`src/heater_band_pi_controller_top_assert.svh`:
```
// Assertion macros shared by the heater band PI controller RTL.
// Every macro samples on the rising edge of clk and is disabled while rst is high.
`ifndef HEATER_BAND_PI_CONTROLLER_TOP_ASSERT_SVH
`define HEATER_BAND_PI_CONTROLLER_TOP_ASSERT_SVH

// The consequent must hold in the same cycle as the antecedent.
`define HBPI_ASSERT_SAME(label, ante, cons, msg) \
  label: assert property (@(posedge clk) disable iff (rst) (ante) |-> (cons)) \
    else $error(msg);

// The consequent must hold in the cycle after the antecedent.
`define HBPI_ASSERT_NEXT(label, ante, cons, msg) \
  label: assert property (@(posedge clk) disable iff (rst) (ante) |=> (cons)) \
    else $error(msg);

`endif

```
`src/hbpi_pkg.sv`:
```
// ----------------------------------------------------------------------------
// hbpi_pkg
// Types and constants shared by the heater band PI controller modules.
// ----------------------------------------------------------------------------
`timescale 1ns / 1ps
`default_nettype none

package hbpi_pkg;

  localparam int TEMP_W     = 16;
  localparam int BAND_W     = 12;
  localparam int GAIN_W     = 24;
  localparam int DRIVE_W    = 16;
  localparam int CFG_IDX_W  = 3;
  localparam int CFG_DATA_W = 24;
  localparam int FRAC_W     = 16;
  localparam int ERR_W      = TEMP_W + 1;
  localparam int PROD_W     = GAIN_W + 1 + ERR_W;
  localparam int FF_W       = GAIN_W + 1 + TEMP_W;
  localparam int INTEG_W    = 48;
  localparam int SUM_W      = INTEG_W + 2;
  localparam int WHOLE_W    = SUM_W - FRAC_W;

  localparam logic signed [TEMP_W-1:0] TARGET_TEMP_RST = '0;
  localparam logic [BAND_W-1:0]        BAND_WIDTH_RST  = BAND_W'(128);
  localparam logic [GAIN_W-1:0]        PROP_GAIN_RST   = GAIN_W'(1073742);
  localparam logic [GAIN_W-1:0]        INTEG_GAIN_RST  = GAIN_W'(10737);
  localparam logic [GAIN_W-1:0]        FF_GAIN_RST     = GAIN_W'(335544);
  localparam logic [DRIVE_W-1:0]       OUTPUT_MAX_RST  = DRIVE_W'(32768);

  localparam logic signed [INTEG_W-1:0] INTEG_MAX = {1'b0, {(INTEG_W-1){1'b1}}};
  localparam logic signed [INTEG_W-1:0] INTEG_MIN = {1'b1, {(INTEG_W-1){1'b0}}};

  typedef enum logic [CFG_IDX_W-1:0] {
    CFG_TARGET_TEMP = 3'd0,
    CFG_BAND_WIDTH  = 3'd1,
    CFG_PROP_GAIN   = 3'd2,
    CFG_INTEG_GAIN  = 3'd3,
    CFG_FF_GAIN     = 3'd4,
    CFG_OUTPUT_MAX  = 3'd5
  } hbpi_cfg_idx_t;

  typedef enum logic [1:0] {
    CLS_OFF   = 2'd0,
    CLS_BELOW = 2'd1,
    CLS_ABOVE = 2'd2,
    CLS_BAND  = 2'd3
  } hbpi_class_t;

  typedef struct packed {
    logic signed [TEMP_W-1:0] temperature;
    logic                     enable;
  } hbpi_in_t;

  typedef struct packed {
    logic [DRIVE_W-1:0] drive;
    logic               settled;
  } hbpi_out_t;

  typedef struct packed {
    logic signed [TEMP_W-1:0] target_temp;
    logic [BAND_W-1:0]        band_width;
    logic [GAIN_W-1:0]        prop_gain;
    logic [GAIN_W-1:0]        integ_gain;
    logic [DRIVE_W-1:0]       output_max;
    logic signed [FF_W-1:0]   ff_term;
  } hbpi_cfg_t;

  typedef struct packed {
    hbpi_class_t              cls;
    logic signed [PROD_W-1:0] prop_term;
    logic signed [PROD_W-1:0] integ_inc;
  } hbpi_prod_t;

endpackage

`default_nettype wire

```
`src/heater_band_pi_controller_top.sv`:
```
// ----------------------------------------------------------------------------
// heater_band_pi_controller_top
// Heater drive controller: bang-bang outside a band around the setpoint,
// feedforward plus PI law with a saturating integral inside it.
// ----------------------------------------------------------------------------
// Usage:
// Each input transaction on in_valid/in_ready carries one temperature sample
// (signed, 1/16 degree) and an enable bit. Each one produces exactly one
// output transaction on out_valid/out_ready carrying the drive level and the
// settled flag, in the same order.
// The datapath is three registers deep: input register, product register
// (error, band class, two 24x17 products) and result register (integral
// update, sum and clamp). A result is offered once its input has passed the
// product and result registers; one transaction per cycle is sustained while
// out_ready is high; the integral update in the last stage sets that rate.
// When the receiver stalls, the stages fill up one by one and in_ready falls
// only once all three hold an item, so up to three results wait inside.
// Configuration registers are written through cfg_we/cfg_index/cfg_data at
// any edge with cfg_we high and should change only while no transaction is
// in flight. Unknown indexes are ignored.
// Synchronous reset restores the register defaults, clears the integral and
// empties the pipeline.
// ----------------------------------------------------------------------------
`timescale 1ns / 1ps
`default_nettype none

module heater_band_pi_controller_top (
  input  wire logic                           clk,
  input  wire logic                           rst,
  input  wire logic                           in_valid,
  output      logic                           in_ready,
  input  hbpi_pkg::hbpi_in_t                  in_data,
  output      logic                           out_valid,
  input  wire logic                           out_ready,
  output hbpi_pkg::hbpi_out_t                 out_data,
  input  wire logic                           cfg_we,
  input  wire logic [hbpi_pkg::CFG_IDX_W-1:0]  cfg_index,
  input  wire logic [hbpi_pkg::CFG_DATA_W-1:0] cfg_data
);
  import hbpi_pkg::*;

  `include "heater_band_pi_controller_top_assert.svh"

  hbpi_cfg_t  cfg;
  hbpi_in_t   s1_item;
  hbpi_prod_t prod;
  logic       s1_valid;
  logic       s2_valid;
  logic       s1_load;
  logic       s2_load;
  logic       out_load;
  logic       drive_at_rail;

  hbpi_cfg u_cfg (
    .clk       (clk),
    .rst       (rst),
    .cfg_we    (cfg_we),
    .cfg_index (cfg_index),
    .cfg_data  (cfg_data),
    .cfg       (cfg)
  );

  // Each stage moves forward when the stage after it is empty or is itself
  // moving forward this cycle, so bubbles close up even while out_ready is low.
  assign out_load = s2_valid && (!out_valid || out_ready);
  assign s2_load  = s1_valid && (!s2_valid || out_load);
  assign in_ready = !s1_valid || s2_load;
  assign s1_load  = in_valid && in_ready;

  always_ff @(posedge clk) begin
    if (rst) begin
      s1_valid  <= 1'b0;
      s2_valid  <= 1'b0;
      out_valid <= 1'b0;
    end else begin
      if (s1_load) begin
        s1_valid <= 1'b1;
      end else if (s2_load) begin
        s1_valid <= 1'b0;
      end
      if (s2_load) begin
        s2_valid <= 1'b1;
      end else if (out_load) begin
        s2_valid <= 1'b0;
      end
      if (out_load) begin
        out_valid <= 1'b1;
      end else if (out_ready) begin
        out_valid <= 1'b0;
      end
    end
  end

  // Input register: the sample is held here until the product stage takes it.
  always_ff @(posedge clk) begin
    if (s1_load) begin
      s1_item <= in_data;
    end
  end

  hbpi_mult u_mult (
    .clk  (clk),
    .load (s2_load),
    .item (s1_item),
    .cfg  (cfg),
    .prod (prod)
  );

  hbpi_accum u_accum (
    .clk    (clk),
    .rst    (rst),
    .load   (out_load),
    .prod   (prod),
    .cfg    (cfg),
    .result (out_data)
  );

  // An unsettled result is always one of the two rails.
  assign drive_at_rail = (out_data.drive == '0) || (out_data.drive == cfg.output_max);

  `HBPI_ASSERT_SAME(a_drive_limit, out_valid, out_data.drive <= cfg.output_max, "over max")
  `HBPI_ASSERT_SAME(a_unsettled_rail, out_valid && !out_data.settled, drive_at_rail, "off rail")
  `HBPI_ASSERT_SAME(a_ready_on_room, !s2_valid, in_ready, "input stalled with room")

endmodule

`default_nettype wire

```
`src/hbpi_cfg.sv`:
```
// ----------------------------------------------------------------------------
// hbpi_cfg
// Configuration registers and the registered setpoint feedforward product.
// ----------------------------------------------------------------------------
`timescale 1ns / 1ps
`default_nettype none

module hbpi_cfg (
  input  wire logic                           clk,
  input  wire logic                           rst,
  input  wire logic                           cfg_we,
  input  wire logic [hbpi_pkg::CFG_IDX_W-1:0]  cfg_index,
  input  wire logic [hbpi_pkg::CFG_DATA_W-1:0] cfg_data,
  output hbpi_pkg::hbpi_cfg_t                 cfg
);
  import hbpi_pkg::*;

  logic signed [TEMP_W-1:0] target_temp;
  logic [BAND_W-1:0]        band_width;
  logic [GAIN_W-1:0]        prop_gain;
  logic [GAIN_W-1:0]        integ_gain;
  logic [GAIN_W-1:0]        ff_gain;
  logic [DRIVE_W-1:0]       output_max;
  logic signed [FF_W-1:0]   ff_term;
  logic signed [FF_W-1:0]   ff_term_next;

  always_ff @(posedge clk) begin
    if (rst) begin
      target_temp <= TARGET_TEMP_RST;
      band_width  <= BAND_WIDTH_RST;
      prop_gain   <= PROP_GAIN_RST;
      integ_gain  <= INTEG_GAIN_RST;
      ff_gain     <= FF_GAIN_RST;
      output_max  <= OUTPUT_MAX_RST;
    end else if (cfg_we) begin
      case (cfg_index)
        CFG_TARGET_TEMP: target_temp <= $signed(cfg_data[TEMP_W-1:0]);
        CFG_BAND_WIDTH:  band_width  <= cfg_data[BAND_W-1:0];
        CFG_PROP_GAIN:   prop_gain   <= cfg_data[GAIN_W-1:0];
        CFG_INTEG_GAIN:  integ_gain  <= cfg_data[GAIN_W-1:0];
        CFG_FF_GAIN:     ff_gain     <= cfg_data[GAIN_W-1:0];
        CFG_OUTPUT_MAX:  output_max  <= cfg_data[DRIVE_W-1:0];
        default: begin
        end
      endcase
    end
  end

  // The feedforward depends on configuration only, so it is computed here
  // every cycle and reaches the accumulate stage long before any item does.
  assign ff_term_next = $signed({1'b0, ff_gain}) * target_temp;

  always_ff @(posedge clk) begin
    ff_term <= ff_term_next;
  end

  assign cfg.target_temp = target_temp;
  assign cfg.band_width  = band_width;
  assign cfg.prop_gain   = prop_gain;
  assign cfg.integ_gain  = integ_gain;
  assign cfg.output_max  = output_max;
  assign cfg.ff_term     = ff_term;

endmodule

`default_nettype wire

```
`src/hbpi_mult.sv`:
```
// ----------------------------------------------------------------------------
// hbpi_mult
// Error, band classification and the proportional and integral products.
// ----------------------------------------------------------------------------
`timescale 1ns / 1ps
`default_nettype none

module hbpi_mult (
  input  wire logic                 clk,
  input  wire logic                 load,
  input  hbpi_pkg::hbpi_in_t        item,
  input  hbpi_pkg::hbpi_cfg_t       cfg,
  output hbpi_pkg::hbpi_prod_t      prod
);
  import hbpi_pkg::*;

  logic signed [ERR_W-1:0] err;
  logic signed [ERR_W:0]   err_x;
  logic signed [ERR_W:0]   band_s;
  hbpi_prod_t              prod_next;

  always_comb begin
    err    = $signed({cfg.target_temp[TEMP_W-1], cfg.target_temp})
           - $signed({item.temperature[TEMP_W-1], item.temperature});
    err_x  = $signed({err[ERR_W-1], err});
    band_s = $signed({{(ERR_W+1-BAND_W){1'b0}}, cfg.band_width});

    // A positive error beyond the band means the sample is below the band.
    if (!item.enable) begin
      prod_next.cls = CLS_OFF;
    end else if (err_x > band_s) begin
      prod_next.cls = CLS_BELOW;
    end else if (err_x < -band_s) begin
      prod_next.cls = CLS_ABOVE;
    end else begin
      prod_next.cls = CLS_BAND;
    end

    prod_next.prop_term = $signed({1'b0, cfg.prop_gain}) * err;
    prod_next.integ_inc = $signed({1'b0, cfg.integ_gain}) * err;
  end

  always_ff @(posedge clk) begin
    if (load) begin
      prod <= prod_next;
    end
  end

endmodule

`default_nettype wire

```
`src/hbpi_accum.sv`:
```
// ----------------------------------------------------------------------------
// hbpi_accum
// Saturating integral update, PI sum, clamp and the result register.
// ----------------------------------------------------------------------------
`timescale 1ns / 1ps
`default_nettype none

module hbpi_accum (
  input  wire logic                 clk,
  input  wire logic                 rst,
  input  wire logic                 load,
  input  hbpi_pkg::hbpi_prod_t      prod,
  input  hbpi_pkg::hbpi_cfg_t       cfg,
  output hbpi_pkg::hbpi_out_t       result
);
  import hbpi_pkg::*;

  `include "heater_band_pi_controller_top_assert.svh"

  logic signed [INTEG_W-1:0] integral;
  logic signed [INTEG_W-1:0] integral_next;
  logic signed [INTEG_W:0]   integ_raw;
  logic signed [SUM_W-1:0]   sum;
  logic [WHOLE_W-1:0]        whole;
  hbpi_out_t                 result_next;

  always_comb begin
    integ_raw = (INTEG_W+1)'(integral) + (INTEG_W+1)'(prod.integ_inc);
    // The top two bits differ only when the add left the 48-bit range.
    if (integ_raw[INTEG_W] != integ_raw[INTEG_W-1]) begin
      integral_next = integ_raw[INTEG_W] ? INTEG_MIN : INTEG_MAX;
    end else begin
      integral_next = integ_raw[INTEG_W-1:0];
    end

    sum   = SUM_W'(cfg.ff_term) + SUM_W'(prod.prop_term) + SUM_W'(integral_next);
    whole = sum[SUM_W-1:FRAC_W];

    result_next.drive   = '0;
    result_next.settled = 1'b0;
    case (prod.cls)
      CLS_OFF:   result_next.drive = '0;
      CLS_BELOW: result_next.drive = cfg.output_max;
      CLS_ABOVE: result_next.drive = '0;
      CLS_BAND: begin
        result_next.settled = 1'b1;
        if (sum <= 0) begin
          result_next.drive = '0;
        end else if (whole > WHOLE_W'(cfg.output_max)) begin
          result_next.drive = cfg.output_max;
        end else begin
          result_next.drive = whole[DRIVE_W-1:0];
        end
      end
      default: result_next.drive = '0;
    endcase
  end

  always_ff @(posedge clk) begin
    if (rst) begin
      integral <= '0;
    end else if (load && (prod.cls == CLS_BAND)) begin
      integral <= integral_next;
    end
  end

  always_ff @(posedge clk) begin
    if (load) begin
      result <= result_next;
    end
  end

  `HBPI_ASSERT_NEXT(a_integ_hold_idle, !load, $stable(integral), "integral moved without a load")
  `HBPI_ASSERT_NEXT(a_integ_hold_out, load && (prod.cls != CLS_BAND), $stable(integral), "integral moved outside the band")
  `HBPI_ASSERT_NEXT(a_off_zero, load && (prod.cls == CLS_OFF), (result.drive == '0) && !result.settled, "disabled item gave drive")

endmodule

`default_nettype wire

```
`config.mk`:
```
export PLATFORM = sky130hd
export DESIGN_NAME = heater_band_pi_controller_top
export DESIGN_NICKNAME = d
export VERILOG_FILES = /design/src/hbpi_pkg.sv /design/src/heater_band_pi_controller_top.sv /design/src/hbpi_cfg.sv /design/src/hbpi_mult.sv /design/src/hbpi_accum.sv
export VERILOG_INCLUDE_DIRS = /design/src /design/src/src
export SDC_FILE = /design/constraint.sdc
export NUM_CORES = 2
export LEC_CHECK = 0
export BUFFER_PORTS_ARGS = -buffer_cell sky130_fd_sc_hd__buf_2
export CAP_MARGIN = 10
export CORE_MARGIN = 1
export CORE_UTILIZATION = 60
export CTS_CLUSTER_DIAMETER = 80
export CTS_CLUSTER_SIZE = 25
export DETAILED_ROUTE_END_ITERATION = 8
export GPL_ROUTABILITY_DRIVEN = 0
export PLACE_DENSITY_LB_ADDON = 0.15
export SYNTH_ARGS = -nofsm -noshare
export SYNTH_HDL_FRONTEND = slang
export SYNTH_SLANG_ARGS = --single-unit
export TNS_END_PERCENT = 5
```
`constraint.sdc`:
```
create_clock -name clk -period 26.9 [get_ports clk]
set_input_delay 0 -clock clk [delete_from_list [all_inputs] [get_ports clk]]
set_output_delay 0 -clock clk [all_outputs]
set_load 0.02 [all_outputs]
```
; Word-level counts from Yosys, hierarchy flattened
; Index checks and enable logic that the tools add are counted.
[word_totals]
ff_bits = 328
latch_bits = 0
mem_bits_rw = 0
mem_bits_ro = 0
output_inout_bits = 19
wordCells = 78
n_memories = 0
[classes]
n_addsub = 5
n_mul = 3
div = 0
n_lt_le_gt_ge = 4
eq_ne = 9
n_shift = 0
muxes = 14
bitwise = 1
reduce_logical = 23
[ops]
columns = op, count
row1 = $mux 48, 2
row2 = $mul 25x17->42, 2
row3 = $le 50x1->1 const B, 1
row4 = $add 43x48->49, 1
row5 = $add 48x42->49, 1
row6 = $pmux 16 s3, 1
row7 = $add 41x42->43, 1
row8 = $mul 25x16->41, 1
row9 = $gt 34x16->1, 1
row10 = $mux 16, 2
row11 = $lt 17x18->1, 1
row12 = $neg 12->18, 1
row13 = $gt 17x13->1, 1
row14 = $sub 16x16->17, 1
row15 = $reduce_and 2->1, 6
row16 = $mux 1, 9
row17 = $eq 3x2->1 const B, 2
row18 = $eq 3x3->1 const B, 2
row19 = $reduce_bool 2->1, 3
row20 = $eq 2x2->1 const B, 2
row21 = $logic_and 1x1->1, 4
row22 = $reduce_or 2->1, 2
row23 = $eq 3x1->1 const B, 1
row24 = $logic_not 1->1, 3
row25 = other kinds (6), 8

; Depth between registers and ports, before layout
[depth]
word_depth = 8
ltp_mapped = 39
mapped_depth_nobuf = 36

; Cells and area by module
; From an unflattened synthesis, not the netlist that was laid out.
[hier_totals]
cells_unflattened = 6995
hier_area_um2 = 60505.5
[modules_own_cells]
columns = mod, instances, cells_per_inst, area_per_inst_um2, seq_area_each_um2
row1 = hbpi_mult, 1, 3491, 31258.7, 2582.5
row2 = hbpi_cfg, 1, 2087, 17967.2, 3143.0
row3 = hbpi_accum, 1, 1386, 10633.9, 1471.4
row4 = heater_band_pi_controller_top, 1, 31, 645.6, 570.5

; Worst setup path before layout
; Ideal clock, no wire load.
[synth_path]
path_kind = reg-to-reg
startpoint = reg u_cfg.target_temp[0]
endpoint = reg, netlist name u_mult.prod[39]
setup_time_ns = 0.262
t_arrival_ns = 8.461
required_ns = 26.638
path_slack_ns = 18.177
stages_incl_launch_ff = 37
period_less_slack_ns = 8.723
path_cell_list = dfxtp_1 -> clkbuf_1 -> inv_1 -> ha_1 -> inv_1 -> fa_1 -> a21o_1 -> a21oi_1 -> o21bai_1 -> a21o_1 -> a21oi_1 -> o211ai_1 -> a2111oi_0 -> or3b_2 -> clkbuf_1 -> clkbuf_1 -> clkbuf_1 -> nand2_1 -> fa_1 -> fa_1 -> fa_1 -> fa_1 -> fa_1 -> inv_1 -> fa_1 -> ha_1 -> o21a_1 -> o21ai_0 -> nand2b_1 -> nand3_1 -> a31o_2 -> a311oi_1 -> a311o_1 -> a211o_1 -> a2111oi_0 -> o21bai_1 -> xor2_1
[synth_rtl]
columns = element, line
row1 = start: declaration, hbpi_cfg.sv:18  ; logic signed [TEMP_W-1:0] target_temp;
row2 = start signal: assignment, hbpi_cfg.sv:37  ; CFG_TARGET_TEMP: target_temp <= $signed(cfg_data[TEMP_W-1:0]);

==> flow_summary_export.csv <==
group,metric,value,unit
timing,setup_viol,0,
global_route,grt_use_total,0.344,
logic_synthesis,synth_nets,8214,
logic_synthesis,synth_edf_count,120,
clocking,cts_setup_buffers,0,
setup_path,cp_max_fo,26,
timing,fin_crit,10.38,ns
logic_synthesis,synth.most_common_cell,"inv_1",
setup_path,cp_slowest_stage_delay,0.89,ns
logic_synthesis,synth.area.top_cells,"fa_1 (35%), ha_1 (12%), inv_1 (7.4%)",
logic_synthesis,avgSynthCellArea,8.91,sq um
logic_synthesis,yosysWarningCount,0,
floorplanning,die_w,314,microns
setup_path,critPathTopFamily,"adder cells",
timing,finalHoldViolCount,0,
global_route,met1_usage,0.449,
logic_synthesis,ys_types,84,
floorplanning,rows,114,
logic_synthesis,synth_seq_cells,328,
clocking,cts_root_buf,"clkbuf_16",
cells_and_area,drive_above_1_share,0.0344,
cells_and_area,final_util,0.635,
timing,rsz0062_at_grt,"no",
detailed_routing,route.detailed.drc,0,
timing,period_share,0.386,
detailed_routing,drt_iter0_drc,3546,
detailed_routing,first_pass_iters,5,
logic_synthesis,synth_top_area_frac,0.347,
setup_path,path_buf_inv,6,
setup_path,end_kind,"flop",
setup_path,crit_type,"reg -> reg",
global_route,met2_usage,0.561,
clocking,htree_levels,1,
global_route,use_met3,0.0734,
cells_and_area,syn_to_final_growth,4.92,%
detailed_routing,antenna_left,0,
floorplanning,die_h,314,microns
global_route,grt_max_degree,78,
logic_synthesis,synthArstFlopShare,0,
logic_synthesis,synth_commonest_cells,"inv_1 (1159), nand2_1 (1067), fa_1 (1015)",
timing,hold_ws,0.0818,ns
clocking,clkTransAtPathRegs,0.10,ns
setup_path,cp.required,27.24,ns
clocking,clkSinkCount,328,
job,drv_cap,0,
global_route,antenna_found_initial,13,
logic_synthesis,synth_top_area_cell,"fa_1",
detailed_routing,vias_per_cell,5.86,
setup_path,start_kind,"flop",
clocking,clk_latency,0.63,ns
setup_path,crit_top_cell,"fa_1",
floorplanning,core-area,96700,sq um
clocking,cts_tree,"yes",
detailed_routing,vias,45550,
timing,setup_tns,0,ns
setup_path,cp_slowest_cell,"xor2_4",
timing,fmax,0.0963,GHz
timing,skew,0.0434,ns
clocking,cts_inserted_buffers,25,
clocking,cts_buffer_depth,3,
detailed_routing,wl_per_cell,21.3,microns
placed_design,dp_hpwl,127000,microns
detailed_routing,drt-total-wl,166000,microns
floorplanning,die_area,98800,sq um
status,status,"finished, final reports clean",
global_route,grt.overflow.total,0,
setup_path,cp.arrival,10.72,ns
floorplanning,start_util,0.605,
hold_path,hp-class,"in -> reg",
logic_synthesis,syn_inst,6571,
timing,tightest_slew,1.23,ns
logic_synthesis,ys_seq_area_frac,0.133,
global_route,grt_pass1_vias,47191,
logic_synthesis,syn_area,58500,sq um
floorplanning,ioPinCount,68,
timing,relSlewSlack,0.178,
cells_and_area,fin_nets,8108,
logic_synthesis,ys.flop_type,"dfxtp_1",
global_route,grt_pass1_wl,262000,microns
placed_design,portBuffers,67,
timing,slew_violations,0,
global_route,busiest_layer,"met2",
[routing by layer]
layer / vias to the layer above / part of all wire
li1: 20436 / -
met1: 22757 / 0.40
met2: 1915 / 0.46
met3: 420 / 0.095
met4: 22 / 0.046
met5: - / 0.00091
[cells in the final DEF (no fill, tap or decap), types with 89 or more instances in the layout]
cell type	n
and2_1	415
nand2_1	1067
edfxtp_1	120
nor2_1	155
nand2b_1	89
ha_1	578
inv_1	1159
a21oi_1	312
fa_1	1015
dfxtp_1	208
xnor2_1	128
a21o_1	101
o21ai_0	125
[final timing paths]
path	from	end	slack [ns]	cells after the start
hold / removal	in_data[16]	s1_item[16]	0.08	2
setup / recovery	u_cfg.target_temp[0]	u_mult.prod[40]	16.52	32
setup reg to reg	u_cfg.target_temp[0]	u_mult.prod[40]	16.52	32
hold reg to reg	u_accum.integral[43]	u_accum.integral[43]	0.47	2
[logic make-up (layout without fill, tap and decap cells)]
group	Yosys count	count (layout)	synth area share
AND/OR/NAND/NOR	2090	2090	0.171
adder cells (fa/ha/maj)	1619	1619	0.475
buffers and inverters	1471	1383	0.0947
AO/OA/AOI/OAI	861	861	0.0955
flip-flops	328	328	0.133
XOR/XNOR	196	196	0.0293
multiplexers	6	6	0.00105
other	0	12	0
[flip-flops by register name (all words and copies together) (netlist names)]
register	flops
s2_valid	1
u_cfg.target_temp	16
u_cfg.ff_gain	24
u_mult.prod	86
u_cfg.output_max	16
u_cfg.ff_term	41
u_cfg.integ_gain	24
u_cfg.prop_gain	24
u_accum.integral	48
u_cfg.band_width	12
s1_valid	1
out_valid	1
s1_item	17
u_accum.result	17
[what timing repair did]
action | CTS | global route
resized for setup | 0 | 0
endpoints found under the hold margin | 153 | 0
hold buffers | 50 | 0
[metrics by stage]
stage                     setup WS [ns]  area [sq um]  instances
after detailed placement          16.67         59900       7664
after global placement            16.95         59900       7664
after global routing              16.06         61400       7762
after CTS                         16.58         61400       7759
after floorplan                   18.18         58500       6571
final                             16.52         61400       7771
[layout make-up]
| type | instances | area (sq um) |
|---|---|---|
| Fill cell | 8193 | 35300 |
| Antenna cell | 12 | 30.0 |
| Multi-Input combinational cell | 4772 | 45400 |
| Inverter | 1160 | 4350 |
| Tap cell | 1276 | 1600 |
| Timing Repair Buffer | 178 | 1300 |
| Clock buffer | 27 | 633 |
| Sequential cell | 328 | 7770 |
| Clock inverter | 18 | 305 |
[worst reg2reg max path: cells and delay by family, from the launching register on]
kind / cells / cell delay [ns]
fa+ha+maj: 9 / 3.96
simple gates: 7 / 1.48
flops: 1 / 0.59
xor+xnor: 1 / 0.89
buf+inv: 6 / 0.87
compound gates: 9 / 2.33
Power is left out: the tool's default activity adds up to more than one toggle a clock period on the data nets, which glitch-free logic cannot reach.
